File: src/rtl/bce_ram.sv
// Generic single-port-write, single-port-read RAM with registered read data.
`timescale 1ns / 1ps
module bce_ram #(
   parameter int WIDTH = 8,
   parameter int DEPTH = 16
) (
   input  logic                     clock,
   input  logic                     wr_en,
   input  logic [$clog2(DEPTH)-1:0] wr_addr,
   input  logic [WIDTH-1:0]         wr_data,
   input  logic                     rd_en,
   input  logic [$clog2(DEPTH)-1:0] rd_addr,
   output logic [WIDTH-1:0]         rd_data
);

   logic [WIDTH-1:0] mem_ff [DEPTH];
   logic [WIDTH-1:0] rdata_ff;

   // Write port and registered read port; read data holds while no read is issued.
   always_ff @(posedge clock) begin
      if (wr_en) begin
         mem_ff[wr_addr] <= wr_data;
      end
      if (rd_en) begin
         rdata_ff <= mem_ff[rd_addr];
      end
   end

   assign rd_data = rdata_ff;

endmodule

File: config.mk
export PLATFORM = sky130hd
export DESIGN_NAME = bce_ram
export DESIGN_NICKNAME = d
export VERILOG_FILES = /design/src/rtl/bce_ram.sv
export SDC_FILE = /design/constraint.sdc
export NUM_CORES = 1
export LEC_CHECK = 0
export BUFFER_PORTS_ARGS = -buffer_cell sky130_fd_sc_hd__buf_2
export CORE_MARGIN = 4
export CORE_UTILIZATION = 62
export CTS_BUF_LIST = sky130_fd_sc_hd__clkbuf_2
export DETAILED_ROUTE_END_ITERATION = 8
export GPL_ROUTABILITY_DRIVEN = 0
export PLACE_DENSITY_LB_ADDON = 0.1
export SLEW_MARGIN = 10
export SYNTH_ARGS = -nofsm -noshare
export SYNTH_HDL_FRONTEND = slang
export SYNTH_SLANG_ARGS = --single-unit
File: constraint.sdc
create_clock -name clock -period 2.3 [get_ports clock]
set_input_delay 0.345 -clock clock [delete_from_list [all_inputs] [get_ports clock]]
set_output_delay 0.345 -clock clock [all_outputs]
set_load 0.005 [all_outputs]
; ---- After elaboration in Yosys (flattened, before gate mapping)
; Memory sizes are Yosys's and may differ from the RTL's. A register that Yosys moved wholly into a read port is not among the register bits.
; Index checks and enable logic that the tools add are counted.
; Widths: inputs -> output; s select.
[op_classes]
mux = 2
[ops]
columns = cell, n
row1 = $mux 1, 2
[totals]
ff_bits = 0
mem_bits_rw = 128
output_inout_bits = 8
wordCells = 3
memories = 1
[mem_list]
columns = memory, depth, word_bits, read_ports, rd_clocked_by_memory_dff, wr, line
row1 = mem_ff, 16, 8, 1, 1, 1, 16  ; logic [WIDTH-1:0] mem_ff [DEPTH];

; ---- Logic depth before layout (Yosys ltp)
[depth]
word_depth = 2
depth_mapped = 5
ltp_nobuf = 3

; ---- Worst setup path after synthesis
; No wires, ideal clock.
[synth_path]
kind = input to register
from = in wr_addr[2]
to = mem mem_ff[0][0], enable pin
setup_time_ns = 0.383
arrival_time_ns = 1.455
slack_ns = 0.462
cell_stages = 2
n_path_buf = 0
path_cell_list = or3b_2 nor3_1
[synth_rtl]
columns = element, line
row1 = start: declaration, 9  ; input logic [$clog2(DEPTH)-1:0] wr_addr,
row2 = end: declaration, 16
; No word-level cell before the write port.

; ---- Final worst setup path
[layout_path]
from = reg rdata_ff[3], in the netlist rd_data[3] (read register of mem_ff)
to = out rd_data[3]
[layout_rtl]
columns = element, line
row1 = start: declaration, 17  ; logic [WIDTH-1:0] rdata_ff;
row2 = end: declaration, 13  ; output logic [WIDTH-1:0] rd_data
; No word-level cell between the ends.

==> metrics.txt <==
Ys Warns 0; CP arrival 1.21 ns; routed vias/inst 6.058; Max Cap Violations 0; Total GRT Usage 20.50%; Worst path top cell family by delay flip-flops; fin nets 313; element type at the critical path end output port; placed cells 371; CTS H-tree depth 4; top_reg_cell synth edfxtp_1; Routed WL per cell 21.86 um; ys async rst share 0%; Post-synth EDFFs 136; Synth Instances 229; CP Launch Point rd_data[3]; cells along the critical path buf_2; synthesized flop and latch total 136; Final Cycle Share 67.50%; clock group share of total power 31.4%; outcome finished, final reports clean; RSZ-0062 raised after global routing false; WP data required 1.96 ns; DR vias 2490; Leak Pwr 2.012 nW; total power draw 4.461 mW; PortBufs 26; Layout Cells excl Fill 411; Sw Ratio 21.45%; drt drc 0; reg2reg start mem_ff[0][3]; vias in the first global route 2575; hold depth 3; synthesized area 5228 um2; Syn Nets 248; antenna violations before repair 0; DP Wirelength 5.867 mm; first-pass GRT wire length 14.55 mm; Starting Density 63.62%; CP Class flop to output port; critical path depth 1; row count 33; largest net degree at the start of global routing 33; WP buf/inv 1; DR iter-0 viols 172; largest cells by area after synthesis edfxtp_1 78%, mux4_2 7.8%, mux4_1 7.0%; Worst Tran Pin Value 0.5877 ns; Die H 99.83 um; Die X 99.83 um; Seq/Total Area, Yosys 78.12%; worst vdd ir 0.0004698 V; CP max-delay cell edfxtp_1; CTS Root Cell clkbuf_2; Worst-path clk slew 0.20 ns; clk_skew 0.03210 ns; Sink Count 136; CTS tree yes; TritonRoute pass-1 iters 5; Final Critical Period 1.552 ns; type of the worst min-delay path input pin to flop; wirelength, routed 8.986 mm; Worst setup endpoint rd_data[3]; Comb pwr share 5.8%; Achievable Freq 644.1 MHz; Synth top cells by count 136 x edfxtp_1, 18 x mux4_2, 16 x a22oi_1; Slew Limit Fails 0; Longest Clk Path Bufs 2; power density over cell area 754.9 nW/um2; Worst Hold Margin 0.2401 ns; setup violators final 0; worst r2r dst rd_data[3]; Reg2Reg Setup Slack 0.78 ns; r2r worst-path depth 3; post-CTS sizing 0; GRT overflow 0; Flop pwr share 62.8%; post-synthesis cell type count 18; cell taking the most area after synthesis edfxtp_1; Critical Path Source Type flop; Synth top area share 78.12%; Hold Vio Cnt, Final 0; NetSw 0.9570 mW; setup TNS 0 ns; P&R area growth vs syn 13.04%; Int Pwr 3.504 mW; Antenna Nets Post-Route 0; layout cell share with drive strength beyond 1 31.70%; Mapped Avg Cell Area 22.83 um2; latest clock arrival within the worst-skew pair 0.64 ns; Top-Level Pins 27; Num CTS Buffers 17; die area 9965 um2; most common cell in the netlist edfxtp_1; core area 8217 um2; diode count 0; Rel. slew slack 60.68%; slowest cell delay on critical path 0.43 ns; CP max FO 1
-- per-stage QoR --
stage	utilization, %	cell area (um2)	setup WS, ns
after floorplan	-	5228	0.4621
after detailed placement	67.82	5573	0.3500
after global routing	71.92	5909	0.6085
final	71.92	5909	0.7475
after global placement	67.82	5573	0.3560
after CTS	71.55	5879	0.6423
-- how the worst min path moves through the flow --
stage | startpoint | to | slack, ns
4_1_cts | wr_data[5] | mem_ff[8][5] | 0.0004
3_5_place_dp | rd_en | rd_data[2] | 0.72
6_report | wr_addr[0] | mem_ff[4][4] | 0.24
3_3_place_gp | rd_en | rd_data[1] | 0.72
5_1_grt | wr_addr[0] | mem_ff[4][3] | 0.15
2_1_floorplan | wr_data[0] | mem_ff[0][0] | 0.44
-- cell type report --
cell class	instances	area [um2]
Sequential cell	136	4084
Clock inverter	13	156.4
Multi-Input combinational cell	83	1057
Fill cell	500	2307
Tap cell	105	131.4
Clock buffer	18	90.09
Timing Repair Buffer	56	390.4
-- cell usage in the layout, fill, tap and decap left out, drive strengths merged --
| cell | n |
|---|---|
| edfxtp | 136 |
| buf | 47 |
| mux4 | 32 |
| clkbuf | 18 |
| a22oi | 16 |
| nor2 | 13 |
| nand2 | 9 |
| dlygate4sd3 | 9 |
| clkinv | 8 |
| nor3 | 4 |
| bufinv | 3 |
| nand3b | 2 |
| nand2b | 2 |
| clkinvlp | 2 |
| nor2b | 1 |
| and2 | 1 |
| and2b | 1 |
| nand3 | 1 |
| or3b | 1 |
-- state kept, by name, summed over array words and instances, names as in the netlist --
name	count
mem_ff	128
rd_data	8
-- kinds of logic after synthesis --
kind of cell    synth area share, %
simple gates                  3.136
mux                           14.79
compound gates                2.298
buf+inv                       1.651
flops                         78.12
-- power groups by stage --
stage	clock [mW]	sequential, mW	combinational [mW]
global route	1.57	2.81	0.283
floorplan	0	2.86	0.141
global placement	0	2.86	0.244
finish	1.40	2.80	0.260
CTS	1.43	2.80	0.259
detailed placement	0	2.86	0.251
-- timing repair --
item                                   in CTS  in global routing
setup buffers                               0                  0
hold buffers                                6                  3
endpoints found under the hold margin      31                 26
-- layer usage --
metal | global-route usage [%] | vias up | part of all wire [%]
met5 | 0 | - | 0
met4 | 6.197 | 0 | 0.53
met3 | 6.671 | 4 | 7.2
met2 | 31.14 | 104 | 48
met1 | 29.04 | 1269 | 44
li1 | - | 1113 | -
-- tightest hold or removal path, stage by stage --
cell	delay [ns]
buf_2	0.15
nor3_1	0.08
buf_4	0.15
(Power assumes the default switching activity.)
